--- config.mk ---
export PLATFORM = sky130hd
export DESIGN_NAME = qsf_mul
export DESIGN_NICKNAME = d
export VERILOG_FILES = /design/src/hw/rtl/quadratic_spline_fit_and_eval_macros.svh /design/src/hw/rtl/qsf_pkg.sv /design/src/hw/rtl/qsf_mul.sv
export SDC_FILE = /design/constraint.sdc
export NUM_CORES = 1
export LEC_CHECK = 0
export BUFFER_PORTS_ARGS = -buffer_cell sky130_fd_sc_hd__clkbuf_2
export CAP_MARGIN = 20
export CORE_ASPECT_RATIO = 0.7
export CORE_MARGIN = 2
export CORE_UTILIZATION = 25
export DETAILED_ROUTE_END_ITERATION = 10
export GPL_ROUTABILITY_DRIVEN = 1
export GPL_TIMING_DRIVEN = 0
export SLEW_MARGIN = 25
export SYNTH_ARGS = -nofsm -noshare
export SYNTH_HDL_FRONTEND = slang
export SYNTH_SLANG_ARGS = --single-unit
--- constraint.sdc ---
create_clock -name clk -period 12 [get_ports clk]
set_input_delay 1.8 -clock clk [delete_from_list [all_inputs] [get_ports clk]]
set_output_delay 1.8 -clock clk [all_outputs]
set_load 0.1 [all_outputs]
--- src/hw/rtl/quadratic_spline_fit_and_eval_macros.svh ---
// ============================================================================
// Assertion macros
// Shared concurrent assertion forms for the spline block.
// ============================================================================
`ifndef QUADRATIC_SPLINE_FIT_AND_EVAL_MACROS_SVH
`define QUADRATIC_SPLINE_FIT_AND_EVAL_MACROS_SVH

// Same-cycle implication.
`define QSF_ASSERT_IMPL(label, clk, rst, ante, cons) \
  label: assert property (@(posedge clk) disable iff (rst) (ante) |-> (cons)) \
    else $error("assertion failed");

// Next-cycle implication.
`define QSF_ASSERT_NEXT(label, clk, rst, ante, cons) \
  label: assert property (@(posedge clk) disable iff (rst) (ante) |=> (cons)) \
    else $error("assertion failed");

`endif

--- src/hw/rtl/qsf_pkg.sv ---
// ============================================================================
// Spline package
// Types, codes, widths and helper functions of the quadratic spline block.
// ============================================================================
package qsf_pkg;

  localparam int MAX_KNOTS_DEF = 64;
  localparam int FRAC_BITS_DEF = 16;

  localparam int MCW = 80;
  localparam int MPW = 33;
  localparam int PW  = MCW + MPW;
  localparam int DNW = 128;
  localparam int DDW = 33;

  typedef enum logic [1:0] {
    OP_CLEAR = 2'd0,
    OP_LOAD  = 2'd1,
    OP_EVAL  = 2'd2
  } op_t;

  typedef enum logic [1:0] {
    ERR_OK   = 2'd0,
    ERR_FULL = 2'd1,
    ERR_ZERO = 2'd2,
    ERR_FEW  = 2'd3
  } err_t;

  typedef enum logic [4:0] {
    ST_IDLE,
    ST_LD_RD,
    ST_LD_KNOT,
    ST_LD_CHK,
    ST_LD_PREV,
    ST_LD_HP,
    ST_LD_B,
    ST_LD_NUM,
    ST_LD_WR,
    ST_MUL,
    ST_MUL_WAIT,
    ST_DIV,
    ST_DIV_WAIT,
    ST_EV_ISSUE,
    ST_EV_CHK,
    ST_EV_SEG_RD,
    ST_EV_SEG,
    ST_EV_SUM,
    ST_DONE
  } state_t;

  typedef enum logic [2:0] {
    PH_AHP,
    PH_BH,
    PH_DB,
    PH_DA1,
    PH_DA2,
    PH_EA1,
    PH_EA2,
    PH_EB
  } phase_t;

  typedef struct packed {
    logic signed [31:0] x;
    logic signed [31:0] y;
  } knot_t;

  typedef struct packed {
    logic signed [47:0] a;
    logic signed [47:0] b;
  } coef_t;

  function automatic logic [32:0] mag33(input logic signed [32:0] v);
    return v[32] ? 33'(-v) : 33'(v);
  endfunction

  function automatic logic [47:0] mag48(input logic signed [47:0] v);
    return v[47] ? 48'(-v) : 48'(v);
  endfunction

  function automatic logic [127:0] mag128(input logic signed [127:0] v);
    return v[127] ? 128'(-v) : 128'(v);
  endfunction

  function automatic logic signed [127:0] sgn128(input logic [127:0] m, input logic n);
    return n ? $signed(-m) : $signed(m);
  endfunction

  function automatic logic signed [47:0] sat48(input logic signed [127:0] v);
    if ((v[127:47] == '0) || (v[127:47] == '1)) begin
      return v[47:0];
    end
    return v[127] ? {1'b1, 47'd0} : {1'b0, {47{1'b1}}};
  endfunction

  function automatic logic signed [31:0] sat32(input logic signed [127:0] v);
    if ((v[127:31] == '0) || (v[127:31] == '1)) begin
      return v[31:0];
    end
    return v[127] ? {1'b1, 31'd0} : {1'b0, {31{1'b1}}};
  endfunction

endpackage

--- src/hw/rtl/qsf_mul.sv ---
// ============================================================================
// Serial multiplier
// Unsigned shift-and-add multiplier, one multiplier bit per cycle.
// ============================================================================
module qsf_mul (
  input  logic                     clk,
  input  logic                     rst,
  input  logic                     start,
  input  logic [qsf_pkg::MCW-1:0]  mcand,
  input  logic [qsf_pkg::MPW-1:0]  mplier,
  output logic                     done,
  output logic [qsf_pkg::PW-1:0]   prod
);

  localparam int CNTW = $clog2(qsf_pkg::MPW + 1);

  logic [qsf_pkg::MCW-1:0] cand;
  logic [CNTW-1:0]         steps;
  logic                    busy;
  logic [qsf_pkg::MCW:0]   sum;

  assign sum = {1'b0, prod[qsf_pkg::PW-1:qsf_pkg::MPW]} +
               (prod[0] ? {1'b0, cand} : '0);

  always_ff @(posedge clk) begin
    if (rst) begin
      busy  <= 1'b0;
      done  <= 1'b0;
      steps <= '0;
    end else begin
      done <= 1'b0;
      if (start) begin
        busy  <= 1'b1;
        steps <= '0;
        cand  <= mcand;
        prod  <= {{qsf_pkg::MCW{1'b0}}, mplier};
      end else if (busy) begin
        prod  <= {sum, prod[qsf_pkg::MPW-1:1]};
        steps <= steps + CNTW'(1);
        if (steps == CNTW'(qsf_pkg::MPW - 1)) begin
          busy <= 1'b0;
          done <= 1'b1;
        end
      end
    end
  end

endmodule

==> metrics.txt <==
Root Buffer clkbuf_16; GRT Overall Usage 15.0%; GP Congestion 0.922; core area 49300 sq um; Slowest-stage cell, CP edfxtp_1; Power Density 154 nW/um^2; area share of fa/ha/maj cells after synthesis approximately 8.4%; effective utilization at floorplan 25.3%; CTS resizes 0; top cell type's share of synthesized area between 40% and 50%; top-count cell post-synth edfxtp_1; post-synthesis simple-gate area fraction 16.7%; Max-slew headroom ~33%; critical path, cell by cell clkbuf_1 -> and2_1 -> ha_1 -> fa_1 -> a211oi_1 -> o21bai_2 -> o311ai_1 -> a31oi_2 -> o211ai_2 -> o211ai_1 -> a41oi_1 -> o31ai_1 -> xnor2_1 -> nor2_1; RR Startpoint prod[0]; synth cell count leaders edfxtp_1 (193), nor2_1 (141), a21oi_1 (112); worst-skew pair later-pin latency roughly 560 ps; critical path arrival 5650 ps; Max Fclk roughly 190 MHz; Synth warnings 0; TritonCTS Buffers 25; H-tree Lvls 1; Clock Skew about 15 ps; # hold bufs at CTS 0; Post-CTS Setup Inserts 0; post-synth top area cell edfxtp_1; Power Total between 0.002 and 0.0025 W; crit end category flip-flop; Pleak 6.20 nW; multiplexer share of the synthesized area 3.50%; largest family of logic cells by synthesized area simple AND/OR/NAND/NOR gates; layout net count 1676; sequential fraction of the synthesis area 47.7%; post-synthesis net count approximately 1400; critical path startpoint category flip-flop; largest net degree at the start of global routing 27; number of global-route vias before repair 10300; Yosys cell types 71; period utilization 44.7%; RSZ-0062 raised after global routing false; share of cells above drive strength 1 22.8%; syn_area_per_cell roughly 10 sq um; CP max stage delay between 700 and 800 ps; Synth async-reset ratio 0%; number of synthesized flops with an enable pin 193; dpl ws roughly 6700 ps; clk sinks 201; Mapped Cells 1213; count of input and output buffers 228; die area ~52000 sq um; Netlist Area Pre-Place 12500 sq um; Routed Antenna Nets 0; Final Hold Fails 0; Starting DRT DRC Count 980; wire length per cell 18.6 um; status complete, no violations; iteration count of the initial detailed-routing pass 5; max-slew violations 0; post-synthesis compound-gate area fraction between 10% and 20%; Post-Synth XOR/XNOR Area approximately 4.8%; Seq cells post-synth 201; Fillers about 5200; DR vias 10400; min Tclk post-route 5370 ps; worst hold path startpoint steps[5]; # Max-Cap Violations 0; final setup margin 6630 ps; worst vdd ir 0.0000987 V; row cnt 68; drc violations 0; CTS tree built; antenna violations before repair 0; crit path from prod[0]; global-route wire length before repair 60800 um; clk buf depth 3; Required @ worst endpoint 12280 ps; gr ovfl total 0; crit-path max FO 10; post-DP HPWL about 32000 um; Reg clk slew, reported paths 60 ps; main flop type after synthesis edfxtp_1; largest cells by area after synthesis edfxtp_1 (46%), ha_1 (8.2%), a21oi_1 (4.5%), and2_1 (4.3%), nor2_1 (4.2%); setup violators final 0; final WL 40200 um; diodes inserted 0; area grow syn2layout 24.2%; placed inst area 14700 sq um; post-DR vias/cell 4.82; Horiz. Die Dim between 200 and 300 um; critical path class flip-flop to flip-flop; worst slew pin tran 974 ps; Ports 230; DIE HEIGHT about 190 um; setup TNS 0 ps; Worst Hold Class flip-flop to flip-flop; Final Cell Area 15500 sq um
[cell type report]
class / instances / area, sq um / share of cell area, %
Multi-Input combinational cell: 931 / 6180 / 39.8
Sequential cell: 201 / 5960 / 38.4
Timing Repair Buffer: 237 / 1360 / 8.76
Tap cell: 665 / 832 / 5.36
Clock buffer: 29 / 641 / 4.13
Buffer: 52 / 259 / 1.67
Clock inverter: 16 / 179 / 1.15
Inverter: 29 / 109 / 0.702
[cell usage in the layout (no fill, tap or decap), drive strengths merged, types with 4 or more instances in the layout]
cell type and n:
o21a 7, xnor2 42, a31oi 7, clkinv 11
nor3 20, xor2 27, edfxtp 193, o211ai 11
or3 9, dfxtp 8, nand2b 9, nor2b 10
a211oi 11, ha 82, nand3 14, mux2 37
nor2 141, clkbuf 300, a21oi 113, buf 18
a21o 33, a2111oi 4, inv 30, o31ai 10
and3 7, o21ai 62, and2 86, nand2 93
o21bai 30, nand4 30
[routing by layer]
layer  vias to the layer above  routed length (um)  track usage, %
li1                       4992                   -               -
met1                      5010               19500            21.8
met2                       356               16900            22.5
met3                        49                3040            4.08
met4                         0                 774            2.77
met5                         -                   0               0
[state kept, by name, summed over array words and instances, names as in the netlist]
name,count
busy,1
cand,80
done,1
prod,113
steps,6
[stage by stage]
stage               std cells  util [%]  hold slack (ps)
floorplan                1213         -              454
CTS                      2160      31.5              514
finish                   2160      31.5              509
detailed placement       2115      29.8              504
global route             2160      31.5              537
global placement         2106      29.3              484
[kinds of logic (layout without fill, tap and decap cells)]
family / after synthesis / count (layout)
AND/OR/NAND/NOR: 429 / 429
flip-flops: 201 / 201
AO/OA/AOI/OAI: 311 / 311
multiplexers: 39 / 39
buffers and inverters: 81 / 363
XOR/XNOR: 69 / 69
adder cells (fa/ha/maj): 83 / 83
[final timing paths]
kind | end | slack, ps | cells after the start
setup reg to reg | prod[106] | 6630 | 14
setup / recovery | prod[106] | 6630 | 14
hold / removal | steps[5] | 510 | 2
hold reg to reg | steps[5] | 510 | 2
[worst max-delay path, delay by kind of cell, from the launching register on]
family / cells / cell delay, ps
XOR/XNOR: 1 / 200
AND/OR/NAND/NOR: 2 / 280
AO/OA/AOI/OAI: 8 / 2850
buffers and inverters: 1 / 360
adder cells (fa/ha/maj): 2 / 670
flip-flops: 1 / 720
[power breakdown]
group | leakage, nW | total [W] | internal [W] | switching (W)
Clock | 0.399 | 0.000777 | 0.000450 | 0.000327
Combinational | 3.89 | 0.000747 | 0.000205 | 0.000542
Sequential | 1.91 | 0.000869 | 0.000841 | 0.0000286
(Power assumes the default switching activity.)
