===== config.mk =====
export PLATFORM = sky130hd
export DESIGN_NAME = qsf_div
export DESIGN_NICKNAME = d
export VERILOG_FILES = /design/src/hw/rtl/quadratic_spline_fit_and_eval_macros.svh /design/src/hw/rtl/qsf_pkg.sv /design/src/hw/rtl/qsf_div.sv
export SDC_FILE = /design/constraint.sdc
export NUM_CORES = 1
export LEC_CHECK = 0
export BUFFER_PORTS_ARGS = -buffer_cell sky130_fd_sc_hd__buf_2
export CAP_MARGIN = 20
export CORE_UTILIZATION = 53
export CTS_CLUSTER_SIZE = 16
export DETAILED_ROUTE_END_ITERATION = 7
export GPL_ROUTABILITY_DRIVEN = 0
export PLACE_DENSITY = 0.93
export REMOVE_ABC_BUFFERS = 1
export SLEW_MARGIN = 0
export SYNTH_ARGS = -nofsm -noshare
export SYNTH_HDL_FRONTEND = slang
export SYNTH_SLANG_ARGS = --single-unit
export TNS_END_PERCENT = 30

===== constraint.sdc =====
create_clock -name clk -period 9.5 [get_ports clk]
set_input_delay 0.475 -clock clk [delete_from_list [all_inputs] [get_ports clk]]
set_output_delay 0.475 -clock clk [all_outputs]
set_load 0.005 [all_outputs]

===== src/hw/rtl/quadratic_spline_fit_and_eval_macros.svh =====
// ============================================================================
// Assertion macros
// Shared concurrent assertion forms for the spline block.
// ============================================================================
`ifndef QUADRATIC_SPLINE_FIT_AND_EVAL_MACROS_SVH
`define QUADRATIC_SPLINE_FIT_AND_EVAL_MACROS_SVH

// Same-cycle implication.
`define QSF_ASSERT_IMPL(label, clk, rst, ante, cons) \
  label: assert property (@(posedge clk) disable iff (rst) (ante) |-> (cons)) \
    else $error("assertion failed");

// Next-cycle implication.
`define QSF_ASSERT_NEXT(label, clk, rst, ante, cons) \
  label: assert property (@(posedge clk) disable iff (rst) (ante) |=> (cons)) \
    else $error("assertion failed");

`endif


===== src/hw/rtl/qsf_pkg.sv =====
// ============================================================================
// Spline package
// Types, codes, widths and helper functions of the quadratic spline block.
// ============================================================================
package qsf_pkg;

  localparam int MAX_KNOTS_DEF = 64;
  localparam int FRAC_BITS_DEF = 16;

  localparam int MCW = 80;
  localparam int MPW = 33;
  localparam int PW  = MCW + MPW;
  localparam int DNW = 128;
  localparam int DDW = 33;

  typedef enum logic [1:0] {
    OP_CLEAR = 2'd0,
    OP_LOAD  = 2'd1,
    OP_EVAL  = 2'd2
  } op_t;

  typedef enum logic [1:0] {
    ERR_OK   = 2'd0,
    ERR_FULL = 2'd1,
    ERR_ZERO = 2'd2,
    ERR_FEW  = 2'd3
  } err_t;

  typedef enum logic [4:0] {
    ST_IDLE,
    ST_LD_RD,
    ST_LD_KNOT,
    ST_LD_CHK,
    ST_LD_PREV,
    ST_LD_HP,
    ST_LD_B,
    ST_LD_NUM,
    ST_LD_WR,
    ST_MUL,
    ST_MUL_WAIT,
    ST_DIV,
    ST_DIV_WAIT,
    ST_EV_ISSUE,
    ST_EV_CHK,
    ST_EV_SEG_RD,
    ST_EV_SEG,
    ST_EV_SUM,
    ST_DONE
  } state_t;

  typedef enum logic [2:0] {
    PH_AHP,
    PH_BH,
    PH_DB,
    PH_DA1,
    PH_DA2,
    PH_EA1,
    PH_EA2,
    PH_EB
  } phase_t;

  typedef struct packed {
    logic signed [31:0] x;
    logic signed [31:0] y;
  } knot_t;

  typedef struct packed {
    logic signed [47:0] a;
    logic signed [47:0] b;
  } coef_t;

  function automatic logic [32:0] mag33(input logic signed [32:0] v);
    return v[32] ? 33'(-v) : 33'(v);
  endfunction

  function automatic logic [47:0] mag48(input logic signed [47:0] v);
    return v[47] ? 48'(-v) : 48'(v);
  endfunction

  function automatic logic [127:0] mag128(input logic signed [127:0] v);
    return v[127] ? 128'(-v) : 128'(v);
  endfunction

  function automatic logic signed [127:0] sgn128(input logic [127:0] m, input logic n);
    return n ? $signed(-m) : $signed(m);
  endfunction

  function automatic logic signed [47:0] sat48(input logic signed [127:0] v);
    if ((v[127:47] == '0) || (v[127:47] == '1)) begin
      return v[47:0];
    end
    return v[127] ? {1'b1, 47'd0} : {1'b0, {47{1'b1}}};
  endfunction

  function automatic logic signed [31:0] sat32(input logic signed [127:0] v);
    if ((v[127:31] == '0) || (v[127:31] == '1)) begin
      return v[31:0];
    end
    return v[127] ? {1'b1, 31'd0} : {1'b0, {31{1'b1}}};
  endfunction

endpackage


===== src/hw/rtl/qsf_div.sv =====
// ============================================================================
// Serial divider
// Unsigned restoring divider, one quotient bit per cycle.
// ============================================================================
module qsf_div (
  input  logic                     clk,
  input  logic                     rst,
  input  logic                     start,
  input  logic [qsf_pkg::DNW-1:0]  num,
  input  logic [qsf_pkg::DDW-1:0]  den,
  output logic                     done,
  output logic [qsf_pkg::DNW-1:0]  quo
);

  localparam int CNTW = $clog2(qsf_pkg::DNW + 1);

  logic [qsf_pkg::DDW-1:0] dv;
  logic [qsf_pkg::DDW-1:0] r;
  logic [CNTW-1:0]         steps;
  logic                    busy;
  logic [qsf_pkg::DDW:0]   t;
  logic [qsf_pkg::DDW:0]   diff;
  logic                    ge;

  assign t    = {r, quo[qsf_pkg::DNW-1]};
  assign ge   = t >= {1'b0, dv};
  assign diff = t - {1'b0, dv};

  always_ff @(posedge clk) begin
    if (rst) begin
      busy  <= 1'b0;
      done  <= 1'b0;
      steps <= '0;
    end else begin
      done <= 1'b0;
      if (start) begin
        busy  <= 1'b1;
        steps <= '0;
        dv    <= den;
        r     <= '0;
        quo   <= num;
      end else if (busy) begin
        r     <= ge ? diff[qsf_pkg::DDW-1:0] : t[qsf_pkg::DDW-1:0];
        quo   <= {quo[qsf_pkg::DNW-2:0], ge};
        steps <= steps + CNTW'(1);
        if (steps == CNTW'(qsf_pkg::DNW - 1)) begin
          busy <= 1'b0;
          done <= 1'b1;
        end
      end
    end
  end

endmodule


==> results of run 1 <==
metal layers:
layer	routed length, µm	up-vias	GRT usage (%)
li1	-	3427	-
met1	9480	3551	29.0
met2	13600	299	46.9
met3	2000	80	7.10
met4	1350	6	12.3
met5	33	-	0
cell usage after synthesis (all sizes together), types with 4 or more instances:
library cell and instances:
a211oi 8, a21o 11, a21oi 30, a31oi 6
and3 5, buf 7, clkbuf 24, dfxtp 10
edfxtp 194, ha 34, inv 40, mux2 128
mux2i 28, nand2 29, nand3 15, nand4 7
nor2 58, nor2b 4, nor3 8, o211ai 6
o21ai 20, o21bai 5, or2 4, xnor2 19
xor2 13
state kept, by name (all words and copies together) (netlist names):
signal	count
quo	128
dv	33
r	33
steps	8
busy	1
done	1
layout by cell type (no fill, tap or decap), types with 11 or more instances in the layout:
cell,n
nand3_1,14
a21o_1,11
xor2_1,13
nor2_1,56
xnor2_1,19
clkbuf_16,23
nand2_1,29
mux2_2,128
o21ai_0,12
clkinv_1,11
a21oi_1,27
inv_1,40
mux2i_1,28
ha_1,34
edfxtp_1,194
buf_2,291
cell type report:
class / count / area [µm²] / share of cell area [%]
diodes: 2 / 5.00 / 0.0395
clock inverters: 15 / 131 / 1.04
multi-input cells: 476 / 3910 / 30.8
flip-flops and latches: 204 / 6030 / 47.5
well taps: 260 / 325 / 2.57
repair buffers: 299 / 1540 / 12.1
clock buffers: 26 / 587 / 4.63
inverters: 41 / 154 / 1.21
critical path: stages, from the launching register on:
cell	delay, ps
edfxtp_1	370
inv_1	60
ha_1	210
inv_1	70
fa_1	200
nand3_1	160
a211oi_2	290
a2111oi_2	100
o21ai_1	200
and2_4	200
a21oi_4	70
o21ai_4	540
buf_4	460
mux2i_1	280
nor2_1	60
worst paths after layout:
check                        start  slack (ps)                     to
min reg2reg  steps[7]$_SDFFE_PP0P_         510  steps[7]$_SDFFE_PP0P_
max             quo[127]$_DFFE_PP_        5970     r[4]$_SDFFCE_PP0P_
min                        den[23]         130       dv[23]$_DFFE_PP_
max reg2reg     quo[127]$_DFFE_PP_        5970     r[4]$_SDFFCE_PP0P_
cells by family (layout without fill, tap and decap cells):
group / count (synthesis) / count (layout)
compound gates: 109 / 109
xor+xnor: 32 / 32
fa+ha+maj: 35 / 35
buf+inv: 72 / 381
flops: 204 / 204
mux: 156 / 156
other cells: 0 / 2
simple gates: 144 / 144
stage by stage:
stage / worst slack, ps / power, mW / cell area (µm²) / hold WS [ps] / cells
floorplan: 1610 / 1.42 / 10100 / 459 / 721
global placement: 6160 / 1.55 / 11900 / 466 / 1279
detailed placement: 5970 / 1.57 / 11900 / 493 / 1279
CTS: 5950 / 2.44 / 12600 / 111 / 1320
global route: 5760 / 2.52 / 12700 / 116 / 1322
finish: 5970 / 2.43 / 12700 / 127 / 1323
power by group:
group	internal, mW	switching [mW]	total (mW)	leakage [nW]
logic	0.213	0.247	0.460	3.00
registers	1.07	0.0352	1.11	1.93
clock network	0.499	0.365	0.863	0.349
==> results.md, run 1 <==
* Cell Rows at 50
* PortBufs at about 300
* Final min period at 3530 ps
* Leading area contributor after synthesis: edfxtp_1
* Worst Tran Pin Value at 923 ps
* Worst R2R Path Depth at 14
* Setup TNS at 0 ps
* Synthesis Warnings at 0
* TritonCTS Buffers at 23
* Clock sink count at 204
* Via density at 5.57
* Initial Util at 54.3%
* First-pass GRT wire length at 39800 µm
* Area delta synth->final at 23.9%
* Vias in the first global route at 7480
* Mux share of post-synthesis cell area at 16.8%
* Leakage at 5.28 nW
* RSZ-0062 raised after global routing: no
* HPWL after DPL at 19100 µm
* Total number of vias at 7363
* First-pass detailed-route iteration total at 5
* Adder-cell area share of the yosys netlist at under 10%
* Chip height at between 100 and 150 µm
* Nets at about 1.2k
* Slew Viols, Final at 0
* Syn Area/Cell at 13.6 µm²
* CTS resizes at 0
* Sequential share of the synthesized area at 58.9%
* Post-synthesis compound-gate area fraction at 7.67%
* Gr usage total at between 20% and 30%
* Die area at 19900 µm²
* Synthesis-stage register bit count at 204
* Total Wirelength at 26500 µm
* Post-route ant nets at 0
* Skew final at slightly below 10 ps
* Largest net degree at the start of global routing at 93
* Clk Tree Root Cell: clkbuf_16
* Clk slew on worst S/H paths at about 60 ps
* Hold-fix buffers, CTS at 0
* Hold Path Class: in2reg
* Drt first-iter violations at 444
* CP required at 9750 ps
* GRT Residual Overflow at 0
* Crit. End Element: register
* Clock Tree Buf Depth at 3
* Ratio of total power to cell area at 192 nW/µm²
* Status: finished, final reports clean
* Layout cells sized above 1 at 44.7%
* EDFF count, synth at 194
* Synth Area in Simple Gates at 6.52%
* Relative slew slack at 38.5%
* Synth Instances at roughly 750
* Synthesized area at 10200 µm²
* Hold Crit Depth at 1
* Initial antenna violation count at 6
* Final Cycle Share at 37.2%
* Final hold violations at 0
* CORE AREA at 18800 µm²
* Main synth FF type: edfxtp_1
* Worst Setup Start Kind: register
* Async SR Flop Fraction at 0%
* Die extent in x at 141 µm
* Critical-path maximum fanout at 25
* # setup viols final at 0
* Ranking of synthesized cells by area: edfxtp_1, mux2_2, ha_1
* Final-layout fill cell count at 1338
* Largest family of logic cells by synthesized area: multiplexers
* Max H-tree Level at 1
* Final Util at 67.3%
* Max-Cap Viols at 0
* Top achievable clock speed at about 280 MHz
* Cell variety after synth at 57
* Avg WL per Cell at 20.0 µm
* TritonCTS clock tree: built
* Crit path kind: reg2reg
* Peak supply drop at 0.000143 V
* XOR/XNOR Fraction of Synth Area at 2.74%
* # Post-CTS Setup Buffers at 0
* DRC at 0
* Yosys top cell area share at 56.9%
* Skew-Pair Late Insertion Delay at 520 ps
* Io pins at 293
* Critical path arrival at 3780 ps
Note: power is estimated with default switching activity, not from simulation.
==> inputs of run 2 (changes only) <==
Settings changed: CORE_UTILIZATION 53 to 48, PLACE_DENSITY 0.93 to 0.9.
Clock period 9.5 ns to 3 ns, I/O delays scaled along.
==> run 2 against run 1 <==
Against the previous run: combinational power increased to 3.9 times the previous value; via count increased by 14%; wire length grew 18%; clock skew grew 6.4 ps; global-route usage increased by 1.7 points; non-clock buffer count rose by 182; flip-flop and latch count stayed put; fmax increased by 21%; sequential share of layout area decreased by 6.7 points; cell count rose by 15%; critical path type unchanged; critical endpoint is now r[20]$_SDFFCE_PP0P_; utilization up 3.1 points; largest cell class unchanged.
==> results.md, run 2 (same netlist as run 1, synthesis figures left out) <==
* Critical-path maximum fanout at 10
* Skew final at 16.2 ps
* Io pins at 293
* Reg power frac at 41.4%
* Worst setup path startpoint: r[6]$_SDFFCE_PP0P_
* Chip height at 148 µm
* Layout cells sized above 1 at between 40 and 50%
* Largest net degree at the start of global routing at 108
* Biggest register: quo
* Cell Rows at 53
* CORE AREA at ~21000 µm²
* Drt first-iter violations at 512
* Leakage at a little over 6 nW
* Skew-Pair Late Insertion Delay at 540 ps
* Crit. End Element: register
* Cell-internal power at slightly above 6 mW
* Hold Path End: r[10]$_SDFFCE_PP0P_
* Gr usage total at 27.9%
* Cells along the critical path: ha_2 -> nand3_2 -> o211ai_1 -> buf_4 -> a2111oi_4 -> o21ai_2 -> and2_4 -> a21oi_4 -> o21ai_4 -> clkbuf_16 -> mux2i_1 -> nor2_1
* R2R setup slack at 80 ps
* NetSw at 2.27 mW
* Vias in the first global route at 8724
* Die area at 21900 µm²
* Max H-tree Level at 1
* Critical path arrival at between 3000 and 4000 ps
* Worst Tran Pin Value at ~850 ps
* # setup viols final at 0
* Hold_ws at 26.5 ps
* HPWL after DPL at ~19000 µm
* Peak supply drop at 0.000351 V
* Slowest CP cell: ha_2
* Clk slew on worst S/H paths at ~60 ps
* Crit path kind: reg2reg
* Combinational Power Share at 21.3%
* Switch share at 26.8%
* Via density at between 5 and 6
* DRC at 0
* R2R Path End: r[20]$_SDFFCE_PP0P_
* Worst R2R Path Depth at 12
* Placed cell areas at approximately 12000 µm²
* Worst Setup Start Kind: register
* Beginning of the worst hold path: start
* Area delta synth->final at 44.2%
* TritonCTS clock tree: built
* Total Wirelength at between 30000 and 40000 µm
* Initial antenna violation count at 2
* Nets at 1427
* Most frequent cells in the layout: buf_2, edfxtp_1, dlygate4sd3_1, mux2_2, nor2_1
* Slew Viols, Final at 0
* First-pass GRT wire length at 47100 µm
* Top achievable clock speed at 342 MHz
* Initial Util at about 49%
* PortBufs at 292
* Total number of vias at 8396
* Clock sink count at 204
* TritonCTS Buffers at 24
* Highest cell delay on the worst timing path at 420 ps
* Hold Path Class: in2reg
* Clk network pwr share at 37.3%
* Final hold violations at 0
* Commonest non-fill, non-tap cell in the layout: buf_2
* Final min period at 2920 ps
* Ratio of total power to cell area at 575 nW/µm²
* Worst r2r src: r[6]$_SDFFCE_PP0P_
* Avg WL per Cell at slightly above 20 µm
* GRT Residual Overflow at 0
* Max reg flops at between 100 and 150
* Hold Crit Depth at 2
* Relative slew slack at 43.4%
* CP required at 3270 ps
* Status: finished, final reports clean
* Max-Cap Viols at 0
* Largest regs: quo (128), dv (33), r (33)
* Die extent in x at 148 µm
* Post-route ant nets at 0
* Final Cycle Share at 97.3%
* First-pass detailed-route iteration total at 5
* Clk Tree Root Cell: clkbuf_16
* Clock Tree Buf Depth at 3
* RSZ-0062 raised after global routing: yes
* Design area at around 15000 µm²
==> run 2: cell types whose count changed in the layout (fill, tap and decap cells not counted), sizes merged <==
cell and change:
bufinv +3, clkbuf +2, clkinv -3, dlygate4sd3 +162
diode +1, inv -1, buf +19, clkinvlp +3
==> run 2: power groups by stage <==
stage / logic (mW) / clock network, mW / registers [mW]
3_5_place_dp: 1.49 / 0 / 3.55
2_1_floorplan: 0.938 / 0 / 3.57
3_3_place_gp: 1.43 / 0 / 3.54
6_report: 1.81 / 3.16 / 3.51
5_1_grt: 1.94 / 3.31 / 3.53
4_1_cts: 1.69 / 3.19 / 3.50
==> run 2: layer usage <==
metal / global-route usage [%] / share of wire (%) / vias to the layer above
met5: 0 / 0 / -
met4: 15.7 / 6.4 / 0
met3: 5.77 / 6.9 / 114
met2: 50.0 / 51 / 465
met1: 30.7 / 35 / 4036
li1: - / - / 3781
==> run 2: timing repair <==
| item | in CTS | in global routing |
|---|---|---|
| setup endpoints to repair | 30 | 34 |
| cloned | 0 | 1 |
| buffers inserted | 4 | 3 |
| hold buffers | 162 | 0 |
| pin swaps | 2 | 4 |
| hold endpoints to repair | 163 | 0 |
| gates resized for setup | 1 | 18 |
==> run 2: worst max-delay path by stage <==
stage / end / slack [ps] / cells after the start
after CTS: r[16]$_SDFFCE_PP0P_ / 40 / 14
after global routing: r[6]$_SDFFCE_PP0P_ / -50 / 12
after detailed placement: r[22]$_SDFFCE_PP0P_ / 2 / 13
after floorplan: quo[0]$_DFFE_PP_ / -4860 / 2
final: r[20]$_SDFFCE_PP0P_ / 80 / 12
after global placement: r[5]$_SDFFCE_PP0P_ / 80 / 14
==> run 2: area by class of cell <==
cell class | count | area [µm²]
diodes | 3 | 7.51
clock buffers | 27 | 612
clock inverters | 17 | 241
fillers | 1379 | 6200
inverters | 41 | 154
multi-input cells | 476 | 4010
flip-flops and latches | 204 | 6030
well taps | 275 | 344
repair buffers | 481 | 3360
==> run 2: through the flow <==
stage                     setup WS, ps  setup TNS (ps)  utilization (%)  std cells  power (mW)
after floorplan                  -4860         -787000                -        721        4.50
after global placement            77.1               0             57.7       1307        4.97
after detailed placement          2.44               0             57.7       1307        5.04
after CTS                         39.2               0             69.7       1517        8.38
after global routing             -54.1            -261             70.4       1523        8.78
final                             79.5               0             70.4       1524        8.48
==> run 2: critical path, delay by kind of cell, from the launching register on <==
kind | cells | cell delay [ps]
buf+inv | 2 | 390
fa+ha+maj | 1 | 420
mux | 1 | 230
simple gates | 3 | 430
flops | 1 | 390
compound gates | 5 | 790
==> inputs of run 3 (changes only) <==
Settings changed: CORE_ASPECT_RATIO set to 1.4.
==> run 3 against run 2 <==
Against the previous run: largest power group unchanged; register-to-register slack got worse by 60 ps; global-route usage increased by 0.45 points; largest cell class unchanged; the run now ends with design-rule violations left; critical path type unchanged; sequential power about the same.
==> results.md, run 3 (same netlist as run 1, synthesis figures left out) <==
* Status: complete, but fails checks
* Failing checks: design-rule violations
* GRT Residual Overflow at 0
* Cells along the critical path: ha_1 -> buf_4 -> a21oi_1 -> o21ai_0 -> nor3_1 -> o21ai_2 -> and2_4 -> a21oi_4 -> o21ai_4 -> clkbuf_16 -> buf_2 -> buf_4 -> a211oi_2
* CP required at 3330 ps
* PortBufs at 292
* Slew Viols, Final at 0
* First-pass GRT wire length at 47500 µm
* Peak supply drop at 0.000597 V
* Layout cells sized above 1 at a little over two fifths
* Crit path kind: reg2reg
* Dpl cells at around 1.3k
* Top achievable clock speed at 335 MHz
* Relative slew slack at 60.2%
* RSZ-0062 raised after global routing: yes
* Final min period at just under 3000 ps
* Die area at 21900 µm²
* Hold Path Class: in2reg
* Die extent in x at 125 µm
* Initial antenna violation count at 4
* Worst Setup Start Kind: register
* HPWL after DPL at 20200 µm
* Commonest non-fill, non-tap cell in the layout: buf_2
* Max H-tree Level at 1
* Total Wirelength at 32300 µm
* NetSw at between 2 and 2.5 mW
* Cell-internal power at 6.02 mW
* Most frequent CP cell: buf_4
* Biggest register: quo
* Nets at ~1.4k
* Area delta synth->final at 43.9%
* CORE AREA at ~21000 µm²
* Initial Util at roughly half
* First-pass detailed-route iteration total at 8
* Drt first-iter violations at between 700 and 800
* Max-Cap Viols at 0
* Vias in the first global route at 8685
* # setup viols final at 0
* Via density at between 5 and 6
* Clk slew on worst S/H paths at 70 ps
* Io pins at between 200 and 300
* Switch share at 26.5%
* Clk network pwr share at 34.4%
* DRC at 9
* Non-Filler Instances at ~1.5k
* Skew final at 28.4 ps
* Avg WL per Cell at between 20 and 25 µm
* Clock sink count at 204
* Largest net degree at the start of global routing at approximately 100
* Skew-Pair Late Insertion Delay at 510 ps
* Total number of vias at ~8.6k
* TritonCTS Buffers at 22
* Cell Rows at between 60 and 70
* Max reg flops at 128
* Leakage at 6.13 nW
* Highest cell delay on the worst timing path at 410 ps
* TritonCTS clock tree: built
* Final hold violations at 0
* Slowest CP cell: edfxtp_1
* Ratio of total power to cell area at roughly 560 nW/µm²
* Combinational Power Share at approximately 23%
* Clk Tree Root Cell: clkbuf_16
* Gr usage total at 28.4%
* Chip height at 175 µm
* Post-route ant nets at 0
* Reg power frac at 43.0%
* Clock Tree Buf Depth at 3
* Most frequent cells in the layout: buf_2, edfxtp_1, dlygate4sd3_1, mux2_2, nor2_1
* Critical path arrival at 3320 ps
* Largest regs: quo (128), dv (33), r (33)
* Crit. End Element: register
* Worst Tran Pin Value at 597 ps
* Final Cycle Share at 99.4%
* Critical-path maximum fanout at 7
* Final Util at between 70% and 80%
## run 3: per-layer routing
metal	vias to the layer above	global-route usage [%]	wire, µm
li1	3788	-	-
met1	4100	32.4	11300
met2	544	50.3	16300
met3	130	6.03	2940
met4	4	13.8	1720
met5	-	0	27
## run 3: final timing paths
kind / startpoint / endpoint / slack [ps] / cells after the start
hold reg to reg: steps[7]$_SDFFE_PP0P_ / steps[7]$_SDFFE_PP0P_ / 490 / 2
hold / removal: num[0] / quo[0]$_DFFE_PP_ / 40 / 2
setup reg to reg: r[16]$_SDFFCE_PP0P_ / r[0]$_SDFFCE_PP0P_ / 20 / 13
setup / recovery: r[16]$_SDFFCE_PP0P_ / r[0]$_SDFFCE_PP0P_ / 20 / 13
## run 3: layout make-up
cell class                 count  area (µm²)
timing repair buffer         486        3440
inverter                      41         154
multi-input combinational    476        4040
tap                          256         320
sequential                   204        6030
fill                        1301        5990
clock buffer                  25         562
antenna                        3        7.51
clock inverter                12         175
## run 3: timing repair
item / 4_1_cts / 5_1_grt
hold buffers: 161 / 0
pin swaps: 1 / 11
setup endpoints to repair: 4 / 34
endpoints found under the hold margin: 161 / 0
gates cloned: 0 / 2
buffers inserted: 0 / 11
resized for setup: 0 / 24
## run 3: metrics by stage
step | power [mW] | hold WS [ps] | TNS, ps | worst slack [ps] | area, µm²
final | 8.18 | 37.1 | 0 | 17.3 | 14700
after global routing | 8.48 | 7.68 | -526 | -85.1 | 14700
after CTS | 8.02 | 10.9 | 0 | 35.3 | 14400
after detailed placement | 5.05 | 328 | -1.09 | -1.09 | 12100
after global placement | 5.00 | 329 | 0 | 93.4 | 12100
after floorplan | 4.50 | 223 | -787000 | -4860 | 10100
## run 3: power by group through the flow
stage | sequential [mW] | clock [mW] | combinational, mW
floorplan | 3.57 | 0 | 0.938
global placement | 3.55 | 0 | 1.45
detailed placement | 3.56 | 0 | 1.49
CTS | 3.50 | 2.85 | 1.67
global route | 3.53 | 2.96 | 1.99
finish | 3.52 | 2.81 | 1.85
## run 3: critical path: cells and delay by family (launching register included)
| family | cells | cell delay, ps |
|---|---|---|
| flops | 1 | 410 |
| compound gates | 6 | 990 |
| fa+ha+maj | 1 | 300 |
| simple gates | 2 | 430 |
| buf+inv | 4 | 660 |
